===== config.mk =====
export PLATFORM = sky130hd
export DESIGN_NAME = bkem_ctrl
export DESIGN_NICKNAME = d
export VERILOG_FILES = /design/src/rtl/core/bkem_pkg.sv /design/src/rtl/core/bkem_ctrl.sv
export SDC_FILE = /design/constraint.sdc
export NUM_CORES = 1
export LEC_CHECK = 0
export BUFFER_PORTS_ARGS = -buffer_cell sky130_fd_sc_hd__buf_2
export CORE_AREA = 2 2 39 41
export DETAILED_ROUTE_END_ITERATION = 12
export DIE_AREA = 0 0 41 43
export HOLD_SLACK_MARGIN = 0.12
export PLACE_DENSITY_LB_ADDON = 0.2
export SLEW_MARGIN = 15
export SYNTH_ARGS = -nofsm -noshare
export SYNTH_HDL_FRONTEND = slang
export SYNTH_SLANG_ARGS = --single-unit
export TNS_END_PERCENT = 5

===== constraint.sdc =====
create_clock -name clk -period 1.4 [get_ports clk]
set_clock_uncertainty 0.15 [all_clocks]
set_input_delay 0.28 -clock clk [delete_from_list [all_inputs] [get_ports clk]]
set_output_delay 0.28 -clock clk [all_outputs]
set_load 0.01 [all_outputs]

===== src/rtl/core/bkem_pkg.sv =====
// Shared types, constants and helpers for the bitap k-error matcher.
package bkem_pkg;

  // Sizing of the matcher.
  localparam int PATTERN_BITS  = 64;
  localparam int MAX_ERRORS    = 8;
  localparam int POSITION_BITS = 32;

  localparam int LEVELS   = MAX_ERRORS + 1;
  localparam int LEVEL_W  = $clog2(LEVELS);
  localparam int BIT_IDX_W = $clog2(PATTERN_BITS);

  // Field widths fixed by the item formats.
  localparam int CODE_W       = 8;
  localparam int TABLE_DEPTH  = 256;
  localparam int ERR_CFG_W    = 4;
  localparam int LEN_CFG_W    = 7;
  localparam int CFG_DATA_W   = 7;
  localparam int MATCH_END_W  = 32;

  typedef logic [PATTERN_BITS-1:0]  pat_vec_t;
  typedef logic [POSITION_BITS-1:0] position_t;
  typedef logic [LEVEL_W-1:0]       level_t;

  localparam pat_vec_t  PAT_ONES = ~pat_vec_t'(0);
  localparam position_t POS_MAX  = ~position_t'(0);

  // Input actions.
  typedef enum logic {
    ACT_LOAD = 1'b0,
    ACT_SCAN = 1'b1
  } action_t;

  // Configuration register indexes.
  typedef enum logic {
    REG_ERROR_COUNT    = 1'b0,
    REG_PATTERN_LENGTH = 1'b1
  } cfg_index_t;

  // Controller states.
  typedef enum logic [1:0] {
    ST_IDLE,
    ST_STEP,
    ST_FINISH
  } bkem_state_t;

  // Commands from the controller to the datapath.
  typedef struct packed {
    logic   load_wr;     // write one character mask entry
    logic   scan_start;  // read the entry, restart if asked, advance position
    logic   step_en;     // update one error level
    level_t step_lv;     // level being updated
    logic   out_load;    // capture a match into the output register
  } bkem_cmd_t;

  // Status from the datapath to the controller.
  typedef struct packed {
    logic last_level;    // the level in work is the highest active one
    logic hit;           // the highest active level shows a full match
    logic out_busy;      // output register holds an item that is not taken
  } bkem_status_t;

  // Restart value of one level mask: all ones shifted left by the level.
  function automatic pat_vec_t level_init(input int lv);
    return PAT_ONES << lv;
  endfunction

endpackage


===== src/rtl/core/bkem_ctrl.sv =====
// Controller state machine of the bitap k-error matcher.
module bkem_ctrl import bkem_pkg::*; (
  input  logic         clk,
  input  logic         rst,
  input  logic         in_valid,
  input  logic         in_action,
  output logic         in_ready,
  input  bkem_status_t status,
  output bkem_cmd_t    cmd
);

  bkem_state_t state, state_next;
  level_t      lv, lv_next;

  // State and level counter registers.
  always_ff @(posedge clk) begin
    if (rst) begin
      state <= ST_IDLE;
      lv    <= '0;
    end else begin
      state <= state_next;
      lv    <= lv_next;
    end
  end

  // Next state and commands.
  always_comb begin
    state_next     = state;
    lv_next        = lv;
    in_ready       = 1'b0;
    cmd            = '0;
    cmd.step_lv    = lv;
    unique case (state)
      ST_IDLE: begin
        in_ready = 1'b1;
        if (in_valid) begin
          if (action_t'(in_action) == ACT_SCAN) begin
            cmd.scan_start = 1'b1;
            lv_next        = '0;
            state_next     = ST_STEP;
          end else begin
            cmd.load_wr = 1'b1;
          end
        end
      end
      ST_STEP: begin
        cmd.step_en = 1'b1;
        if (status.last_level) begin
          state_next = ST_FINISH;
        end else begin
          lv_next = lv + level_t'(1);
        end
      end
      ST_FINISH: begin
        // A match waits here while the previous result is still not taken.
        if (!status.hit) begin
          state_next = ST_IDLE;
        end else if (!status.out_busy) begin
          cmd.out_load = 1'b1;
          state_next   = ST_IDLE;
        end
      end
      default: begin
        state_next = ST_IDLE;
      end
    endcase
  end

endmodule


==> results.toml, run 1 <==
[run_status]
run_status = "complete, but fails checks"
violations_in_the_final_reports = "negative setup slack"

[timing]
fmax_mhz = 662
tns_ns = -0.354
hold_slack_ns = 0.130
final_hold_viol_count = 0
slew_headroom_pct = 87.3
number_of_pins_exceeding_their_max_slew_limit_in_the_final_report = 0
setup-violations-final = 5
fin_crit_sh_pct = 108
fin_crit_period_ns = 1.51
setup_ws_final_ns = -0.110
worst-slew-pin-transition_ns = 0.188
setup_repair_after_global_routing_missed_its_margin = "yes"

[yosys]
synthArstFlopShare_pct = 0
yosysTopAreaCell = "sky130_fd_sc_hd__dfxtp_1"
synth_fp_nets = 50
synth.cell_area_sq_um = 389
avgSynthCellArea_sq_um = 9.26
synth_seq_cells = 6
synth_cells = 42
synth_cell_type_count = 26
synth_common_cells = "6 x sky130_fd_sc_hd__dfxtp_1, 5 x sky130_fd_sc_hd__a21oi_1"
synth.top_cells.by_area = "sky130_fd_sc_hd__dfxtp_1 31%, sky130_fd_sc_hd__a21oi_1 6.4%, sky130_fd_sc_hd__buf_6 5.8%"
synth-edff-count = 0
synthesis.yosys.warnings = 0
yosysTopAreaCellShare_pct = 30.9
ys_seq_area_share_pct = 30.9
ys_dominant_reg_cell = "sky130_fd_sc_hd__dfxtp_1"
yosysMostFrequentCell = "sky130_fd_sc_hd__dfxtp_1"

[power_and_ir_drop]
sw_frac_of_total_pct = 25.4
share_seq_of_total_power_pct = 42.1
power_leakage_nw = 0.247
max-vdd-ir-drop_mv = 0.425
p_int_w = 0.000317
clock_power_share_pct = 38.1
comb_power_share_pct = 19.8
sum_of_internal_switching_and_leakage_power_w = 0.000425
switching_power_w = 0.000108
power_density_nw_per_um2 = 756

[setup_path]
worst_ep_arrival_time_ns = 1.08
worstSetupPathType = "reg2out"
worstSetupEndpointType = "output pin"
timing.reg2reg.worst_path_depth = 3
critical_path_maximum_fanout = 4
critical_path.slowest_cell = "sky130_fd_sc_hd__dfxtp_2"
worstPathCellList = "buf_6 > nor4bb_1 > buf_2"
critical-path-max-stage-delay_ns = 0.33
worstSetupStartpointType = "register"
crit_required_ns = 0.97

[global_routing]
gr-total-overflow = 0
gr-usage-all-layers_pct = 11.9
grt_pass1_wl_mm = 1.38
first_global_vias = 327
pin_count_of_the_biggest_net_entering_global_routing = 9
antenna_found_initial = 0

[cts]
clk_latency_ns = 0.25
cts_inserted_buffers = 3
hold_buffers = 0
h-tree-depth = 1
cts_tree = "done"
cts-root-to-sink-buffers = 2
clk_pin_slew_ns = 0.05
cts.sinks = 6
cts_root_buffer = "sky130_fd_sc_hd__clkbuf_4"

[floorplan]
initial_core_util_pct = 28.1
die_area_sq_um = 1760
fp.dieH_microns = 43
design.portCount = 16
dieWidth_microns = 41
fp.coreArea_sq_um = 1380
cell_row_count = 14

[final_layout]
multi_input_comb_area_sq_um = 256
sequential_cell_area_sq_um = 125
post_route_cells_drive_above_1_share_pct = 50.8
post-route-cell-area_sq_um = 562
finalNetCount = 73
antennaDiodeCount = 0
number_of_fill_cells = 139
area_growth_from_synthesis_to_layout_pct = 44.4

[min_path]
hold_path.class = "in2reg"
timing.hold.worst_path_depth = 2

[route]
drt_pre_antenna_iters = 4
vias_per_cell = 4.73
drt_iter0_markers = 5
vias = 374
detail-route-antenna-nets = 0
route.detailed.wl_per_inst_microns = 11.0
route.detailed.drc = 0
totalWireLength_microns = 870

[placed_design]
gp_congestion = 0.768
detailed_place_hpwl_microns = 632
placed_cell_area_sq_um = 492
portBuffers = 15

[flow_run]
cap_viol_max_count = 0
metrics by stage:
stage               worst slack, ns  util (%)  std cells
global route                 -0.201      40.6         79
global placement             0.0361      35.5         75
floorplan                    0.0369         -         42
CTS                          -0.128      39.6         79
detailed placement           0.0283      35.5         75
finish                       -0.110      40.6         79
final cells by class:
class	instances	share of cell area, %
Multi-Input combinational cell	31	45.7
Sequential cell	6	22.3
Clock buffer	3	4.01
Inverter	2	1.34
Tap cell	16	3.56
Timing Repair Buffer	21	23.2
registers in the layout, indices dropped and copies added, names as in the netlist:
signal  count
state       2
lv          4
power groups by stage:
stage	Combinational, W	Clock [W]	Sequential (W)
final	0.0000841	0.000162	0.000179
after detailed placement	0.0000718	0	0.000183
after global placement	0.0000714	0	0.000182
after global routing	0.0000924	0.000184	0.000179
after CTS	0.0000803	0.000171	0.000180
after floorplan	0.0000419	0	0.000181
logic make-up after synthesis:
group	synth area share, %
muxes	5.14
adders and majority gates	3.21
and+or+nand+nor	32.8
AOI/OAI and AO/OA	18.3
buffers and inverters	9.65
DFF	30.9
timing repair:
item / in CTS / in global routing
buffers inserted: 1 / 0
endpoints found under the setup margin: 4 / 5
gates resized for setup: 6 / 3
cloned: 0 / 0
pin swaps: 2 / 0
layer usage:
layer | GRT usage, % | up-vias | wire length [microns]
li1 | - | 196 | -
met1 | 16.2 | 166 | 422
met2 | 15.6 | 12 | 381
met3 | 6.28 | 0 | 67
met4 | 4.00 | 0 | 0
met5 | 0 | - | 0
final timing paths:
path | from | to | slack [ns]
hold reg to reg | lv[3] | lv[3] | 0.35
setup reg to reg | state[1] | lv[2] | 0.06
setup / recovery | state[0] | cmd[0] | -0.11
hold / removal | rst | state[1] | 0.13
worst max-delay path, delay by kind of cell, from the launching register on:
family | cells | cell delay, ns
AND/OR/NAND/NOR | 1 | 0.22
flip-flops | 1 | 0.33
buffers and inverters | 2 | 0.29
cells in the final DEF, fill, tap and decap left out, types with 3 or more instances in the layout:
cell | synthesis | routed
sky130_fd_sc_hd__clkbuf_4 | 0 | 3
sky130_fd_sc_hd__buf_4 | 1 | 5
sky130_fd_sc_hd__a21oi_1 | 5 | 5
sky130_fd_sc_hd__buf_2 | 0 | 14
sky130_fd_sc_hd__dfxtp_1 | 6 | 4
Note: power is estimated with default switching activity, not from simulation.
==> run 2, diff against run 1 <==
- CELL_PAD_IN_SITES_DETAIL_PLACEMENT: default -> 0
- CELL_PAD_IN_SITES_GLOBAL_PLACEMENT: default -> 1
- CORE_AREA: 2 2 39 41 -> default
- CORE_UTILIZATION: default -> 28
- DIE_AREA: 0 0 41 43 -> default
==> run 2 against run 1 <==
Compared with the run above:
- the flow still finishes with violations (negative setup slack)
- worst hold slack better by 0.0032 ns
- wire length is 8.0% higher
- non-clock buffer count rose by 1
- cell area increased by 1.3%
- final cell count unchanged
- global-route usage up 0.48 points
- setup slack lost 0.046 ns
- die area down 12%
- sequential power hardly changed
- critical path type unchanged
- core utilization rose by 3.2 points
- register-to-register slack worse by 0.05 ns
- first-iteration DRC count down 20%
==> results.toml, run 2 (synthesis gave the netlist of run 1 again) <==
[run_status]
run_status = "complete, but fails checks"
violations_in_the_final_reports = "negative setup slack"

[route]
detail-route-antenna-nets = 0
drt_pre_antenna_iters = 2
drt_iter0_markers = 4
route.detailed.wl_per_inst_microns = 11.9
vias_per_cell = 4.94
totalWireLength_microns = 940
vias = 390
route.detailed.drc = 0

[cts]
cts_root_buffer = "sky130_fd_sc_hd__clkbuf_4"
cts_inserted_buffers = 3
cts-root-to-sink-buffers = 2
clk_pin_slew_ns = 0.05
cts.sinks = 6
hold_buffers = 0
clk_latency_ns = 0.24
h-tree-depth = 1
cts_tree = "done"

[timing]
number_of_pins_exceeding_their_max_slew_limit_in_the_final_report = 0
slew_headroom_pct = 86.3
fin_crit_sh_pct = 111
tns_ns = -0.498
setup-violations-final = 4
fin_crit_period_ns = 1.56
hold_slack_ns = 0.134
setup_repair_after_global_routing_missed_its_margin = "yes"
fmax_mhz = 643
worst-slew-pin-transition_ns = 0.205
final_hold_viol_count = 0
setup_ws_final_ns = -0.156

[final_layout]
largest_register_ffs = 4
biggestRegsByFlops = "lv (4), state (2)"
final_common_cell = "sky130_fd_sc_hd__buf_2"
layout_common_cells = "15 x sky130_fd_sc_hd__buf_2, 6 x sky130_fd_sc_hd__buf_4, 5 x sky130_fd_sc_hd__a21oi_1"
finalNetCount = 74
post_route_cells_drive_above_1_share_pct = 53.1
antennaDiodeCount = 0
multi_input_comb_area_sq_um = 267
area_growth_from_synthesis_to_layout_pct = 46.3
max_flop_register = "lv"
number_of_fill_cells = 137
sequential_cell_area_sq_um = 123

[power_and_ir_drop]
power_density_nw_per_um2 = 745
power_leakage_nw = 0.253
max-vdd-ir-drop_mv = 0.424

[flow_run]
cap_viol_max_count = 0

[setup_path]
critical_path.slowest_cell = "sky130_fd_sc_hd__dfxtp_2"
worst_ep_arrival_time_ns = 1.13
worstSetupEndpointType = "output pin"
critical_path_maximum_fanout = 6
crit_required_ns = 0.97
worstSetupStartpointType = "register"
worstSetupPathType = "reg2out"
worstPathCellList = "buf_6 > nor4bb_4 > buf_2"
critical-path-max-stage-delay_ns = 0.32
timing.reg2reg.worst_path_depth = 4

[global_routing]
gr-total-overflow = 0
antenna_found_initial = 0
grt_pass1_wl_mm = 1.21
gr-usage-all-layers_pct = 12.4
first_global_vias = 307
pin_count_of_the_biggest_net_entering_global_routing = 9

[floorplan]
fp.coreArea_sq_um = 1300
design.portCount = 16
fp.dieH_microns = 39.3
cell_row_count = 13
initial_core_util_pct = 29.9
dieWidth_microns = 39.3
die_area_sq_um = 1540

[placed_design]
gp_congestion = 0.766
portBuffers = 15
detailed_place_hpwl_microns = 640

[min_path]
timing.hold.worst_path_depth = 2
hold_path.class = "in2reg"
-- run 2: routing by layer --
layer	part of all wire (%)	global-route usage (%)
met5	0	0
met4	0	5.17
met1	46	14.1
met2	48	18.8
met3	6.7	6.82
-- run 2: layout make-up --
class                           count  share of cell area, %
Multi-Input combinational cell     31                   46.8
Sequential cell                     6                   21.5
Clock buffer                        3                   3.96
Inverter                            2                   1.32
Timing Repair Buffer               22                   23.1
Tap cell                           15                   3.30
-- run 2: final timing paths --
check                start       end  slack [ns]
setup / recovery  state[0]    cmd[0]       -0.16
hold / removal         rst  state[1]        0.13
setup reg to reg  state[0]     lv[2]        0.01
hold reg to reg      lv[3]     lv[3]        0.35
-- run 2: where the power goes --
group | leakage (nW) | internal, W | total (W) | switching (W)
registers | 0.0495 | 0.000176 | 0.000180 | 0.00000404
clock network | 0.0138 | 0.0000969 | 0.000158 | 0.0000616
logic | 0.190 | 0.0000453 | 0.0000862 | 0.0000409
-- run 2: metrics by stage --
stage | setup WS, ns | utilization, % | instance area, sq um | total power (W) | std cells
2_1_floorplan | 0.0369 | - | 389 | 0.000223 | 42
3_3_place_gp | 0.0504 | 38.3 | 498 | 0.000256 | 75
3_5_place_dp | 0.0354 | 38.3 | 498 | 0.000255 | 75
4_1_cts | -0.147 | 42.0 | 547 | 0.000429 | 78
5_1_grt | -0.227 | 43.8 | 569 | 0.000451 | 79
6_report | -0.156 | 43.8 | 569 | 0.000424 | 79
-- run 2: what timing repair did --
item,in CTS,in global routing
hold endpoints to repair,0,0
gates resized for setup,6,2
setup buffers,0,1
pin swaps,1,4
endpoints found under the setup margin,4,5
-- run 2: worst max-delay path, delay by kind of cell, from the launching register on --
family,cells,cell delay [ns]
buffers and inverters,2,0.30
DFF,1,0.32
and+or+nand+nor,1,0.26
==> run 3, diff against run 2 <==
- GPL_ROUTABILITY_DRIVEN: default -> 1
- PLACE_DENSITY: default -> 0.74
- PLACE_DENSITY_LB_ADDON: 0.2 -> default
==> run 3 against run 2 <==
Compared with the run above:
- the run still ends with negative setup slack left
- first-iteration DRC count grew 100%
- critical path depth is the same
- power shrank 0.45%
- wire length shrank 6.4%
- combinational power shrank 6.4%
- core utilization shrank 1.1 points
- die area is the same
- cell area shrank 2.4%
- clock power grew 3%
- sequential power is essentially flat
- critical path type unchanged
==> results.toml, run 3 (synthesis gave the netlist of run 1 again) <==
[run_status]
violations_in_the_final_reports = "negative setup slack"
run_status = "complete, but fails checks"

[route]
vias = 378
vias_per_cell = 4.91
drt_iter0_markers = 8
route.detailed.wl_per_inst_microns = 11.4
drt_pre_antenna_iters = 4
detail-route-antenna-nets = 0
totalWireLength_microns = 880
route.detailed.drc = 0

[setup_path]
crit_required_ns = 0.97
worst_ep_arrival_time_ns = 1.10
worstSetupPathType = "reg2out"
critical_path_maximum_fanout = 8
worstSetupEndpointType = "output pin"
worstSetupStartpointType = "register"

[timing]
slew_headroom_pct = 87.2
setup-violations-final = 5
hold_slack_ns = 0.136
fin_crit_period_ns = 1.53
fin_crit_sh_pct = 110
worst-slew-pin-transition_ns = 0.189
fmax_mhz = 652
final_hold_viol_count = 0
setup_ws_final_ns = -0.135
setup_repair_after_global_routing_missed_its_margin = "yes"
number_of_pins_exceeding_their_max_slew_limit_in_the_final_report = 0

[power_and_ir_drop]
power_density_nw_per_um2 = 760
power_leakage_nw = 0.242
max-vdd-ir-drop_mv = 0.555

[floorplan]
design.portCount = 16
dieWidth_microns = 39.3
die_area_sq_um = 1540
initial_core_util_pct = 29.9
fp.coreArea_sq_um = 1300
cell_row_count = 13
fp.dieH_microns = 39.3

[cts]
clk_pin_slew_ns = 0.05
cts_inserted_buffers = 3
cts-root-to-sink-buffers = 2
clk_latency_ns = 0.25
hold_buffers = 0
cts_root_buffer = "sky130_fd_sc_hd__clkbuf_4"
h-tree-depth = 1
cts_tree = "done"
cts.sinks = 6

[final_layout]
post-route-cell-area_sq_um = 556
final_common_cell = "sky130_fd_sc_hd__buf_2"
max_flop_register = "lv"
antennaDiodeCount = 0
post_route_cells_drive_above_1_share_pct = 50.0
fin_cells = 77
biggestRegsByFlops = "lv (4), state (2)"
area_growth_from_synthesis_to_layout_pct = 42.8
largest_register_ffs = 4
layout_common_cells = "14 x sky130_fd_sc_hd__buf_2, 5 x sky130_fd_sc_hd__a21oi_1, 4 x sky130_fd_sc_hd__dfxtp_1, 4 x sky130_fd_sc_hd__buf_4, 3 x sky130_fd_sc_hd__clkbuf_4"
number_of_fill_cells = 139
finalNetCount = 72

[placed_design]
portBuffers = 15
place_ws_ns = -0.0354
placed_cell_area_sq_um = 483
gp_congestion = 0.700
detailed_place_hpwl_microns = 605
post-place-cells = 73

[global_routing]
antenna_found_initial = 0
pin_count_of_the_biggest_net_entering_global_routing = 10
grt_pass1_wl_mm = 1.28
first_global_vias = 313
gr-total-overflow = 0
gr-usage-all-layers_pct = 13.6

[flow_run]
cap_viol_max_count = 0

[min_path]
hold_path.class = "in2reg"
run 3: cell types whose count changed in the layout (fill, tap and decap cells not counted):
cell	delta
sky130_fd_sc_hd__nor4bb_1	+1
sky130_fd_sc_hd__nor2b_2	-1
sky130_fd_sc_hd__dfxtp_4	+2
sky130_fd_sc_hd__dfxtp_2	-2
sky130_fd_sc_hd__buf_2	-1
sky130_fd_sc_hd__buf_6	+1
sky130_fd_sc_hd__nor4bb_4	-1
sky130_fd_sc_hd__buf_4	-2
sky130_fd_sc_hd__nor2b_4	+1
run 3: routing by layer:
layer | GRT usage, % | part of all wire, %
met1 | 13.7 | 47
met2 | 22.5 | 43
met3 | 6.82 | 8.3
met4 | 7.76 | 2.0
met5 | 0 | 0
run 3: power breakdown:
part	leakage [nW]	internal (W)	switching, W
combinational	0.178	0.0000439	0.0000369
clock	0.0138	0.0000971	0.0000650
sequential	0.0501	0.000173	0.00000635
run 3: metrics by stage:
stage	utilization, %	setup TNS [ns]	power, W
after CTS	42.0	-0.506	0.000428
final	42.7	-0.457	0.000422
after global placement	37.1	-0.0156	0.000251
after floorplan	-	0	0.000223
after global routing	42.7	-0.823	0.000455
after detailed placement	37.1	-0.0657	0.000251
run 3: cell type report:
class                      instances  area (sq um)  share of cell area, %
clock buffer                       3          22.5                   4.05
inverter                           2          7.51                   1.35
multi-input combinational         31           256                   46.2
sequential                         6           128                   23.0
tap                               15          18.8                   3.38
timing repair buffer              20           123                   22.1
run 3: worst paths after layout:
path | to | cells past startpoint | slack, ns | from
max | cmd[6] | 3 | -0.13 | state[0]
min | state[1] | 2 | 0.14 | rst
max reg2reg | lv[2] | 3 | 0.06 | state[0]
min reg2reg | lv[3] | 2 | 0.34 | lv[3]
run 3: timing repair:
item / CTS / global route
gates cloned: 0 / 0
pin swaps: 1 / 2
setup endpoints to repair: 6 / 7
setup buffers: 1 / 0
endpoints found under the hold margin: 0 / 0
gates resized for setup: 8 / 2
run 3: worst max-delay path, cell delays in order (launching register included):
cell and delay, ns:
sky130_fd_sc_hd__dfxtp_4 0.36, sky130_fd_sc_hd__nand4bb_4 0.30, sky130_fd_sc_hd__inv_1 0.08, sky130_fd_sc_hd__buf_2 0.12
